### src/hw/rtl/csw_pkg.sv
`timescale 1ns / 1ps
// ----------------------------------------------------------------------------
// csw_pkg
// Shared request, process state and error codes, plus the command and status
// structs between the semaphore controller and its datapath.
// ----------------------------------------------------------------------------
package csw_pkg;

    localparam logic [2:0] REQ_START     = 3'd0;
    localparam logic [2:0] REQ_TERMINATE = 3'd1;
    localparam logic [2:0] REQ_SUSPEND   = 3'd2;
    localparam logic [2:0] REQ_RESUME    = 3'd3;
    localparam logic [2:0] REQ_SIGNAL    = 3'd4;
    localparam logic [2:0] REQ_WAIT      = 3'd5;

    localparam logic [1:0] ST_READY      = 2'd0;
    localparam logic [1:0] ST_RUNNING    = 2'd1;
    localparam logic [1:0] ST_SUSPENDED  = 2'd2;
    localparam logic [1:0] ST_TERMINATED = 2'd3;

    localparam logic [1:0] ERR_NONE      = 2'd0;
    localparam logic [1:0] ERR_FULL      = 2'd1;
    localparam logic [1:0] ERR_SATURATED = 2'd2;

    localparam logic [15:0] COUNT_MAX    = 16'hFFFF;

    typedef struct packed {
        logic capture;
        logic pop;
        logic exec;
    } t_cmd;

    typedef struct packed {
        logic pop_need;
        logic out_free;
    } t_status;

endpackage

### src/hw/rtl/csw_ctrl.sv
`timescale 1ns / 1ps
// ----------------------------------------------------------------------------
// csw_ctrl
// Sequencer for one request at a time: accept, optional waiter pop, then
// commit into the tables and the output register.
// ----------------------------------------------------------------------------
module csw_ctrl
    import csw_pkg::*;
(
    input  logic    i_clk,
    input  logic    i_rst_n,
    input  logic    i_in_valid,
    output logic    o_in_ready,
    input  t_status i_status,
    output t_cmd    o_cmd
);

    localparam logic [1:0] S_IDLE = 2'd0;
    localparam logic [1:0] S_POP  = 2'd1;
    localparam logic [1:0] S_EXEC = 2'd2;

    logic [1:0] r_state;
    logic [1:0] n_state;

    always_comb begin
        n_state     = r_state;
        o_in_ready  = 1'b0;
        o_cmd       = '0;
        case (r_state)
            S_IDLE: begin
                o_in_ready = 1'b1;
                if (i_in_valid) begin
                    o_cmd.capture = 1'b1;
                    n_state       = i_status.pop_need ? S_POP : S_EXEC;
                end
            end
            S_POP: begin
                o_cmd.pop = 1'b1;
                n_state   = S_EXEC;
            end
            S_EXEC: begin
                if (i_status.out_free) begin
                    o_cmd.exec = 1'b1;
                    n_state    = S_IDLE;
                end
            end
            default: begin
                n_state = S_IDLE;
            end
        endcase
    end

    always_ff @(posedge i_clk) begin
        if (!i_rst_n) begin
            r_state <= S_IDLE;
        end else begin
            r_state <= n_state;
        end
    end

    a_capture_leaves_idle: assert property (@(posedge i_clk) disable iff (!i_rst_n)
        o_cmd.capture |=> (r_state != S_IDLE))
        else $error("capture did not leave idle");

    a_pop_then_exec: assert property (@(posedge i_clk) disable iff (!i_rst_n)
        (r_state == S_POP) |=> (r_state == S_EXEC))
        else $error("pop not followed by exec");

endmodule

### src/hw/rtl/csw_dp.sv
`timescale 1ns / 1ps
// ----------------------------------------------------------------------------
// csw_dp
// Process state memory with valid bits, waiter stack memory, excess signal
// count, waiter total and the result register.
// ----------------------------------------------------------------------------
module csw_dp
    import csw_pkg::*;
#(
    parameter int NUM_PROCS  = 16,
    parameter int WAIT_DEPTH = 16
) (
    input  logic        i_clk,
    input  logic        i_rst_n,
    input  t_cmd        i_cmd,
    output t_status     o_status,
    input  logic [2:0]  i_req,
    input  logic [3:0]  i_id,
    input  logic        i_out_ready,
    output logic        o_out_valid,
    output logic        o_resumed_valid,
    output logic [3:0]  o_resumed_id,
    output logic [1:0]  o_proc_state,
    output logic [15:0] o_excess_count,
    output logic [4:0]  o_waiting_count,
    output logic [1:0]  o_error_code
);

    localparam int PAW = $clog2(NUM_PROCS);
    localparam int WAW = (WAIT_DEPTH > 1) ? $clog2(WAIT_DEPTH) : 1;
    localparam int TW  = $clog2(WAIT_DEPTH + 1);

    logic [1:0]     r_pmem [NUM_PROCS];
    logic [3:0]     r_wmem [WAIT_DEPTH];
    logic [NUM_PROCS-1:0] r_pvalid;

    logic [2:0]     r_req;
    logic [3:0]     r_id;
    logic [PAW-1:0] r_paddr;
    logic           r_pok;
    logic [1:0]     r_pdata;
    logic           r_pvld;
    logic [3:0]     r_wdata;
    logic [15:0]    r_count;
    logic [TW-1:0]  r_total;

    logic           r_ovalid;
    logic           r_orvalid;
    logic [3:0]     r_orid;
    logic [1:0]     r_opstate;
    logic [15:0]    r_ocount;
    logic [TW-1:0]  r_ototal;
    logic [1:0]     r_oerr;

    logic [PAW+3:0] w_in_ext;
    logic [PAW+3:0] w_who_ext;
    logic           w_in_ok;
    logic           w_who_ok;
    logic [PAW-1:0] w_prd_addr;
    logic [TW-1:0]  w_total_m1;
    logic [WAW-1:0] w_wrd_addr;
    logic [TW+4:0]  w_total_ext;
    logic [1:0]     w_ps;

    logic [15:0]    n_count;
    logic [TW-1:0]  n_total;
    logic           n_pwe;
    logic [1:0]     n_pstate_wr;
    logic           n_wwe;
    logic           n_rvalid;
    logic [3:0]     n_rid;
    logic [1:0]     n_pstate;
    logic [1:0]     n_err;

    assign w_in_ext   = {{PAW{1'b0}}, i_id};
    assign w_who_ext  = {{PAW{1'b0}}, r_wdata};
    assign w_in_ok    = w_in_ext < (PAW + 4)'(NUM_PROCS);
    assign w_who_ok   = w_who_ext < (PAW + 4)'(NUM_PROCS);
    assign w_prd_addr = i_cmd.pop ? w_who_ext[PAW-1:0] : w_in_ext[PAW-1:0];
    assign w_total_m1 = r_total - TW'(1);
    assign w_wrd_addr = (r_total == '0) ? '0 : w_total_m1[WAW-1:0];
    assign w_ps       = r_pvld ? r_pdata : ST_READY;

    assign o_status.pop_need = (i_req == REQ_SIGNAL) && (r_total != '0);
    assign o_status.out_free = !r_ovalid || i_out_ready;

    always_comb begin
        n_count     = r_count;
        n_total     = r_total;
        n_pwe       = 1'b0;
        n_pstate_wr = w_ps;
        n_wwe       = 1'b0;
        n_rvalid    = 1'b0;
        n_rid       = 4'd0;
        n_pstate    = ST_READY;
        n_err       = ERR_NONE;
        case (r_req)
            REQ_START, REQ_TERMINATE, REQ_SUSPEND, REQ_RESUME: begin
                if (r_pok) begin
                    case (r_req)
                        REQ_START:     n_pstate_wr = (w_ps == ST_READY) ? ST_RUNNING : w_ps;
                        REQ_TERMINATE: n_pstate_wr = ST_TERMINATED;
                        REQ_SUSPEND:   n_pstate_wr = (w_ps == ST_RUNNING) ? ST_SUSPENDED : w_ps;
                        default:       n_pstate_wr = (w_ps == ST_SUSPENDED) ? ST_RUNNING : w_ps;
                    endcase
                    n_pwe    = 1'b1;
                    n_pstate = n_pstate_wr;
                end
            end
            REQ_SIGNAL: begin
                if (r_total == '0) begin
                    if (r_count == COUNT_MAX) begin
                        n_err = ERR_SATURATED;
                    end else begin
                        n_count = r_count + 16'd1;
                    end
                end else begin
                    n_total  = w_total_m1;
                    n_rvalid = 1'b1;
                    n_rid    = r_wdata;
                    if (r_pok) begin
                        n_pstate_wr = (w_ps == ST_SUSPENDED) ? ST_RUNNING : w_ps;
                        n_pwe       = 1'b1;
                        n_pstate    = n_pstate_wr;
                    end
                end
            end
            REQ_WAIT: begin
                if (r_pok) begin
                    n_pstate = w_ps;
                    if (r_count != 16'd0) begin
                        n_count = r_count - 16'd1;
                    end else if (r_total >= TW'(WAIT_DEPTH)) begin
                        n_err = ERR_FULL;
                    end else begin
                        n_wwe       = 1'b1;
                        n_total     = r_total + TW'(1);
                        n_pstate_wr = (w_ps == ST_RUNNING) ? ST_SUSPENDED : w_ps;
                        n_pwe       = 1'b1;
                        n_pstate    = n_pstate_wr;
                    end
                end
            end
            default: begin
                n_err = ERR_NONE;
            end
        endcase
    end

    // memories and payload
    always_ff @(posedge i_clk) begin
        if (i_cmd.capture || i_cmd.pop) begin
            r_pdata <= r_pmem[w_prd_addr];
            r_pvld  <= r_pvalid[w_prd_addr];
            r_paddr <= w_prd_addr;
            r_pok   <= i_cmd.pop ? w_who_ok : w_in_ok;
        end
        if (i_cmd.capture) begin
            r_req   <= i_req;
            r_id    <= i_id;
            r_wdata <= r_wmem[w_wrd_addr];
        end
        if (i_cmd.exec && n_pwe) begin
            r_pmem[r_paddr] <= n_pstate_wr;
        end
        if (i_cmd.exec && n_wwe) begin
            r_wmem[r_total[WAW-1:0]] <= r_id;
        end
        if (i_cmd.exec) begin
            r_orvalid <= n_rvalid;
            r_orid    <= n_rid;
            r_opstate <= n_pstate;
            r_ocount  <= n_count;
            r_ototal  <= n_total;
            r_oerr    <= n_err;
        end
    end

    // control state
    always_ff @(posedge i_clk) begin
        if (!i_rst_n) begin
            r_pvalid <= '0;
            r_count  <= 16'd0;
            r_total  <= '0;
            r_ovalid <= 1'b0;
        end else begin
            if (i_cmd.exec) begin
                r_count <= n_count;
                r_total <= n_total;
                if (n_pwe) begin
                    r_pvalid[r_paddr] <= 1'b1;
                end
            end
            if (i_cmd.exec) begin
                r_ovalid <= 1'b1;
            end else if (i_out_ready) begin
                r_ovalid <= 1'b0;
            end
        end
    end

    assign w_total_ext     = {5'd0, r_ototal};
    assign o_out_valid     = r_ovalid;
    assign o_resumed_valid = r_orvalid;
    assign o_resumed_id    = r_orid;
    assign o_proc_state    = r_opstate;
    assign o_excess_count  = r_ocount;
    assign o_waiting_count = w_total_ext[4:0];
    assign o_error_code    = r_oerr;

    a_total_bounded: assert property (@(posedge i_clk) disable iff (!i_rst_n)
        r_total <= TW'(WAIT_DEPTH))
        else $error("waiter total beyond depth");

    a_exec_needs_room: assert property (@(posedge i_clk) disable iff (!i_rst_n)
        i_cmd.exec |-> (!r_ovalid || i_out_ready))
        else $error("commit while result register is occupied");

    a_full_keeps_total: assert property (@(posedge i_clk) disable iff (!i_rst_n)
        (i_cmd.exec && (n_err == ERR_FULL)) |=> $stable(r_total))
        else $error("full wait changed waiter total");

endmodule

### src/hw/rtl/counting_semaphore_with_waiters.sv
`timescale 1ns / 1ps
// ----------------------------------------------------------------------------
// counting_semaphore_with_waiters
// Accept captures the request with a registered read of the process state memory
// and the waiter stack; a popping signal adds a pop state. The result commits once
// the output register is free; no new request is accepted until then.
// Reset clears the state valid bits, counters and handshake; no clearing pass.
// ----------------------------------------------------------------------------
module counting_semaphore_with_waiters
    import csw_pkg::*;
#(
    parameter int NUM_PROCS  = 16,
    parameter int WAIT_DEPTH = 16
) (
    input  logic        i_clk,
    input  logic        i_rst_n,
    input  logic        s_axis_tvalid,
    output logic        s_axis_tready,
    input  logic [7:0]  s_axis_tdata,   // process_id[3:0], zero pad
    input  logic [2:0]  s_axis_tuser,   // req_type[2:0]
    output logic        m_axis_tvalid,
    input  logic        m_axis_tready,
    output logic [31:0] m_axis_tdata,   // resumed_id[3:0], proc_state_out[5:4],
                                        // excess_count[21:6], waiting_count[26:22],
                                        // error_code[28:27], zero pad
    output logic [0:0]  m_axis_tuser    // resumed_valid[0]
);

    t_cmd        w_cmd;
    t_status     w_status;
    logic        w_rvalid;
    logic [3:0]  w_rid;
    logic [1:0]  w_pstate;
    logic [15:0] w_count;
    logic [4:0]  w_wait;
    logic [1:0]  w_err;

    csw_ctrl u_ctrl (
        .i_clk      (i_clk),
        .i_rst_n    (i_rst_n),
        .i_in_valid (s_axis_tvalid),
        .o_in_ready (s_axis_tready),
        .i_status   (w_status),
        .o_cmd      (w_cmd)
    );

    csw_dp #(
        .NUM_PROCS  (NUM_PROCS),
        .WAIT_DEPTH (WAIT_DEPTH)
    ) u_dp (
        .i_clk           (i_clk),
        .i_rst_n         (i_rst_n),
        .i_cmd           (w_cmd),
        .o_status        (w_status),
        .i_req           (s_axis_tuser),
        .i_id            (s_axis_tdata[3:0]),
        .i_out_ready     (m_axis_tready),
        .o_out_valid     (m_axis_tvalid),
        .o_resumed_valid (w_rvalid),
        .o_resumed_id    (w_rid),
        .o_proc_state    (w_pstate),
        .o_excess_count  (w_count),
        .o_waiting_count (w_wait),
        .o_error_code    (w_err)
    );

    assign m_axis_tdata = {3'd0, w_err, w_wait, w_count, w_pstate, w_rid};
    assign m_axis_tuser = w_rvalid;

endmodule
### config.mk
export PLATFORM = sky130hd
export DESIGN_NAME = counting_semaphore_with_waiters
export DESIGN_NICKNAME = d
export VERILOG_FILES = /design/src/hw/rtl/csw_pkg.sv /design/src/hw/rtl/csw_ctrl.sv /design/src/hw/rtl/csw_dp.sv /design/src/hw/rtl/counting_semaphore_with_waiters.sv
export SDC_FILE = /design/constraint.sdc
export NUM_CORES = 1
export LEC_CHECK = 0
export ABC_AREA = 0
export BUFFER_PORTS_ARGS = -buffer_cell sky130_fd_sc_hd__buf_4
export CAP_MARGIN = 20
export CORE_MARGIN = 2
export CORE_UTILIZATION = 55
export CTS_CLUSTER_SIZE = 40
export DETAILED_ROUTE_END_ITERATION = 16
export PLACE_DENSITY = 0.74
export SLEW_MARGIN = 40
export SYNTH_ARGS = -nofsm -noshare
export SYNTH_HDL_FRONTEND = slang
export SYNTH_SLANG_ARGS = --single-unit
### constraint.sdc
create_clock -name i_clk -period 4.3 [get_ports i_clk]
set_clock_uncertainty 0.05 [all_clocks]
set_input_delay 0.43 -clock i_clk [delete_from_list [all_inputs] [get_ports i_clk]]
set_output_delay 0.43 -clock i_clk [all_outputs]
set_load 0.01 [all_outputs]
### Word-level counts from Yosys, hierarchy flattened

Memory sizes are Yosys's and may differ from the RTL's. A register that Yosys moved wholly into a read port is not among the register bits.
Cells that the tools add are included.

* flip-flop bits (word level): 83
* memory bits (writable): 96
* input port bits: 15
* output and inout bits: 35
* logic and storage cells: 125
* memories kept: 2

Memories
* u_dp.r_wmem: depth 16, width 4, read ports 1, clocked after memory_dff 1, wr ports 1, line csw_dp.sv:34 `logic [3:0] r_wmem [WAIT_DEPTH];`
* u_dp.r_pmem: depth 16, width 2, read ports 1, clocked after memory_dff 1, wr ports 1, line csw_dp.sv:33 `logic [1:0] r_pmem [NUM_PROCS];`

* add/subtract/negate cells: 4
* $lt $le $gt $ge: 6
* equality and inequality tests: 13
* multiplexer cells: 64
* bitwise logic cells: 2
* reduce and logical (&&, ||, !) cells: 18

Operator list (count)
* 16-bit 2-to-1 mux: 4
* 2-bit 2-to-1 mux: 21
* 16-bit one-hot mux with 2 select lines: 1
* 2-bit one-hot mux with 3 select lines: 4
* 1-bit 2-to-1 mux: 23
* 4-bit by 5-bit < comparator with 1-bit output (second input constant): 4
* 5-bit 2-to-1 mux: 4
* 16-bit by 1-bit adder with 16-bit output (second input constant): 1
* 16-bit == test (second input constant): 1
* 16-bit bitwise OR: 1
* 16-bit nonzero test: 1
* 16-bit by 1-bit subtractor with 16-bit output (second input constant): 1
* 5-bit one-hot mux with 2 select lines: 1
* 3-bit == test (second input constant): 3
* 4-bit 2-to-1 mux: 2
* 3-bit by 2-bit == test with 1-bit output (second input constant): 2
* 5-bit by 1-bit adder with 5-bit output (second input constant): 1
* 5-bit >= comparator (second input constant): 1
* 5-bit zero test: 1
* 5-bit nonzero test: 1
* 5-bit by 1-bit subtractor with 5-bit output (second input constant): 1
* 1-bit binary-select mux with 4-bit select: 1
* 1-bit demux with 4-bit select: 1
* 2-bit by 1-bit == test with 1-bit output (second input constant): 2
* 17 further kinds: 24

### Longest topological paths before layout

* depth in word-level cells: 8
* depth in mapped cells: 12

### Hierarchy

Synthesis repeated with hierarchy kept, for this count alone.

* cell total of the unflattened synthesis: 732
* area, all modules: 8967.4 sq um

Modules (own cells, without submodules)
* csw_dp: times used 1, cells each 718, area an instance 8842.2 sq um, sequential area each 5084.9 sq um
* csw_ctrl: times used 1, cells each 10, area an instance 98.8 sq um, sequential area each 40.0 sq um
* counting_semaphore_with_waiters: times used 1, cells each 4, area an instance 26.3 sq um, sequential area each 0.0 sq um

### Worst setup path after synthesis

Ideal clock, no wire load.

* kind: register to register
* start: register u_dp.r_total[1]
* end: register u_dp.r_wdata[2], read port of u_dp.r_wmem, data pin
* library setup time: 0.283 ns
* arrival: 3.032 ns
* path slack: 0.936 ns
* stages on the path, launching flop included: 13
* period minus slack after synthesis: 3.364 ns
* path through: dfxtp_1 -> inv_1 -> ha_1 -> nor4b_4 -> inv_1 -> clkbuf_1 -> ha_1 -> clkbuf_1 -> clkbuf_1 -> a32oi_1 -> o21a_1 -> a2111oi_0 -> a21oi_1

* longest elaborated chain between the ends: 2
* elaborated cells between the ends (all ways): 3
* those cells by class: add/sub (1); mux (1); reduce/logical (1)

RTL lines
* start: declaration: line csw_dp.sv:45 `logic [TW-1:0] r_total;`
* start signal: assignment: line csw_dp.sv:189 `r_total <= n_total;`
* 5-bit by 1-bit subtractor with 5-bit output or 5-bit zero test (tied branches): line csw_dp.sv:80, csw_dp.sv:81
* 4-bit 2-to-1 mux *: line csw_dp.sv:81 `assign w_wrd_addr = (r_total == '0) ? '0 : w_total_m1[WAW-1:0];`
* end: declaration: line csw_dp.sv:43 `logic [3:0] r_wdata;`

Every way passes the cells marked *; elsewhere a longest branch is shown, timed or not.
A chain may end at the register's enable or synchronous reset.

### Worst setup path in the final report

* start: register u_dp.r_count[0]
* end: memory u_dp.r_wmem[1][1] (enable)

* longest elaborated chain between the ends: 7

RTL lines
* start: declaration: line csw_dp.sv:44 `logic [15:0] r_count;`
* start signal: assignment: line csw_dp.sv:188 `r_count <= n_count;`
* 16-bit nonzero test: line csw_dp.sv:131 `if (r_count != 16'd0) begin`
* 1-bit 2-to-1 mux: line csw_dp.sv:131
* 1-bit 2-to-1 mux: line csw_dp.sv:129 `if (r_pok) begin`
* 1-bit 2-to-1 mux: line csw_dp.sv:97 `case (r_req)`
* 1-bit logical AND: line csw_dp.sv:166 `if (i_cmd.exec && n_wwe) begin`
* 1-bit 2-to-1 mux: line csw_dp.sv:166
* 1-bit 2-to-1 mux (not written as such): line csw_dp.sv:167 `r_wmem[r_total[WAW-1:0]] <= r_id;`
* end: declaration: line csw_dp.sv:34

No other way between the ends.

==> impl_metrics.yaml <==
final_layout:
  num_antenna_cells: 0
  areaGrowthSynthToFinish_pct: 12.2
  nets: 752
  fin_area_um2: 9630
  finalNonFillerCells: 929
  final_common_cell: "edfxtp_1"
  layout-drive-gt1-share: 0.173
  layout_common_cells: "edfxtp_1 (144), nor2_1 (68), buf_4 (54)"
placement:
  port_buffers: 42
  globalplace.congestion: 0.945
  post-place-ws_ns: 0.932
  dpl.cell_count: 897
  dpl-instance-area_um2: 9010
  hpwl_um: 12900
global_route:
  grt_antenna_before_repair: 0
  grt_pass1_wl_um: 29900
  grt_max_degree: 49
  first_global_vias: 5822
  grt_usage: 0.238
  overflow: 0
floorplan:
  fp.dieArea_um2: 16600
  core_um2: 15200
  ios: 50
  rows: 45
  die_x_um: 129
  start_util: 0.564
  die_h_um: 129
sta:
  hold_ws_ns: 0.127
  setup_ws_ns: 0.860
  maxSlewHeadroom: 0.475
  setup-tns-final_ns: 0
  period_needed_ns: 3.44
  drv_slew: 0
  finalSetupViolCount: 0
  fmax_ghz: 0.291
  hold_viol_final: 0
  rsz0062_at_grt: "no"
  tightest_slew_ns: 0.787
  fin_crit_sh: 0.800
detailed_routing:
  drc: 0
  drt-wirelength-per-cell_um: 20.3
  viasPerCell: 6.37
  vias: 5920
  first_pass_iters: 5
  wl_um: 18900
  drtIter0Drc: 502
  ant_nets: 0
worst_setup_path:
  path_max_fanout: 7
  cp-end-kind: "flip-flop"
  worstPathRequired_ns: 4.32
  cp.arrival_ns: 3.46
  ff2ff_setup_slack_ns: 0.86
  start_kind: "flip-flop"
  crit_type: "flip-flop to flip-flop"
cts:
  cts.htree.levels: 4
  cts_buffers: 17
  ctsResizeCount: 0
  clk_path_buf_depth: 2
  hold_buffers: 0
  cts_root_buf: "clkbuf_16"
  cts.clk_slew.worst_paths_ns: 0.07
  cts_tree: "yes"
  cts_setup_buffers: 0
  cts_sinks: 184
  clock_latency_ns: 0.44
logic_synthesis:
  yosysWarnings: 0
  yosysSeqAreaShare: 0.597
  synth_edf_count: 144
  ys.flop_type: "edfxtp_1"
  synth_cell_type_count: 74
  synthArstFlopShare: 0
  synth_cells: 703
  syn_area_per_cell_um2: 12.2
  synth-seq-cells: 184
  syn-cell-area_um2: 8580
hold_path:
  hold_path.class: "primary input to flip-flop"
power_and_ir_drop:
  power_density_nw_per_um2: 417
  power_leakage_nw: 3.31
  peakVddDrop_mv: 0.282
status:
  status: "complete, no violations"
job:
  drv_cap: 0
state kept, by name, summed over array words and instances, names as in the netlist:
name                  count
u_dp.o_proc_state         2
u_dp.r_req                3
u_dp.o_out_valid          1
u_dp.r_count             16
u_dp.r_pvld               1
u_dp.o_excess_count      16
u_ctrl.r_state            2
u_dp.r_pmem              32
u_dp.o_error_code         2
u_dp.r_pdata              2
u_dp.r_pvalid            16
u_dp.o_waiting_count      5
u_dp.r_wmem              64
u_dp.o_resumed_id         4
u_dp.r_wdata              4
u_dp.r_paddr              4
u_dp.r_total              5
u_dp.r_id                 4
u_dp.o_resumed_valid      1
worst paths after layout:
check	startpoint	end	cells past startpoint
min	s_axis_tuser[2]	u_dp.r_req[2]	1
max reg2reg	u_dp.r_count[0]	u_dp.r_wmem[1][1]	9
min reg2reg	u_dp.r_pvalid[0]	u_dp.r_pvalid[0]	1
max	u_dp.r_count[0]	u_dp.r_wmem[1][1]	9
per-layer routing:
| metal | routed length, um | vias to the layer above | global-route usage |
|---|---|---|---|
| met4 | 518 | 0 | 0.105 |
| met1 | 7860 | 2926 | 0.302 |
| li1 | - | 2707 | - |
| met5 | 0 | - | 0 |
| met3 | 993 | 46 | 0.0511 |
| met2 | 9510 | 241 | 0.397 |
synth_stat cells (4+ instances only):
library cell    n  area, um^2
inv_1          18        67.6
and4_1          5        43.8
o21ai_0        36         180
mux2i_1        21         210
a31oi_1         5        31.3
buf_2           9        45.0
or4_1           6        45.0
nor2b_1        11        68.8
nor2_1         68         255
a21oi_1        30         150
mux4_2         16         360
a211oi_1        8        60.1
buf_4           4        30.0
nand2b_1        9        56.3
nand4_1         9        56.3
xor2_1          6        52.6
buf_1           5        18.8
nor3_1         19        95.1
ha_1            9         113
o21a_1         10        75.1
and3_1          9        56.3
dfxtp_1        40         801
nor4_1         11        68.8
and2_1          4        25.0
xnor2_1        12         105
a2111oi_0       7        61.3
nand3_1        16        80.1
or3_1           5        31.3
edfxtp_1      144        4320
nand2_1        45         169
mux2_2          6        67.6
a32o_1          6        60.1
clkbuf_1       31         116
power by group:
part | total [W] | switching [W] | internal (W)
combinational | 0.000420 | 0.000253 | 0.000168
sequential | 0.00203 | 0.0000519 | 0.00198
clock | 0.00157 | 0.000732 | 0.000835
total | 0.00401 | 0.00104 | 0.00298
per-stage QoR:
step | util | power (W)
2_1_floorplan | - | 0.00234
3_3_place_gp | 0.593 | 0.00247
3_5_place_dp | 0.593 | 0.00248
4_1_cts | 0.633 | 0.00403
5_1_grt | 0.633 | 0.00415
6_report | 0.633 | 0.00401
worst max-delay path, stage by stage (launching register included):
cell and delay (ns):
dfxtp_1 0.36, inv_1 0.13, ha_1 0.17, or4b_4 0.50, nor4_2 0.56, buf_4 0.26, nand2_1 0.08, nor2_1 0.25
nand2_1 0.21, nor3_1 0.50
layout make-up:
type / count / area (um^2)
fill: 1147 / 5580
sequential: 184 / 5120
multi-input combinational: 453 / 3180
clock buffer: 17 / 425
timing repair buffer: 54 / 405
tap: 188 / 235
clock inverter: 15 / 185
inverter: 18 / 67.6
cell families after synthesis:
logic type | synth area share
xor gates and xnor gates | 0.0184
adders and majority gates | 0.0131
and+or+nand+nor | 0.153
DFF | 0.597
buffers and inverters | 0.0337
other | 0.000437
AOI/OAI and AO/OA | 0.108
muxes | 0.0770
No activity file was read; power rests on OpenSTA's default activity.
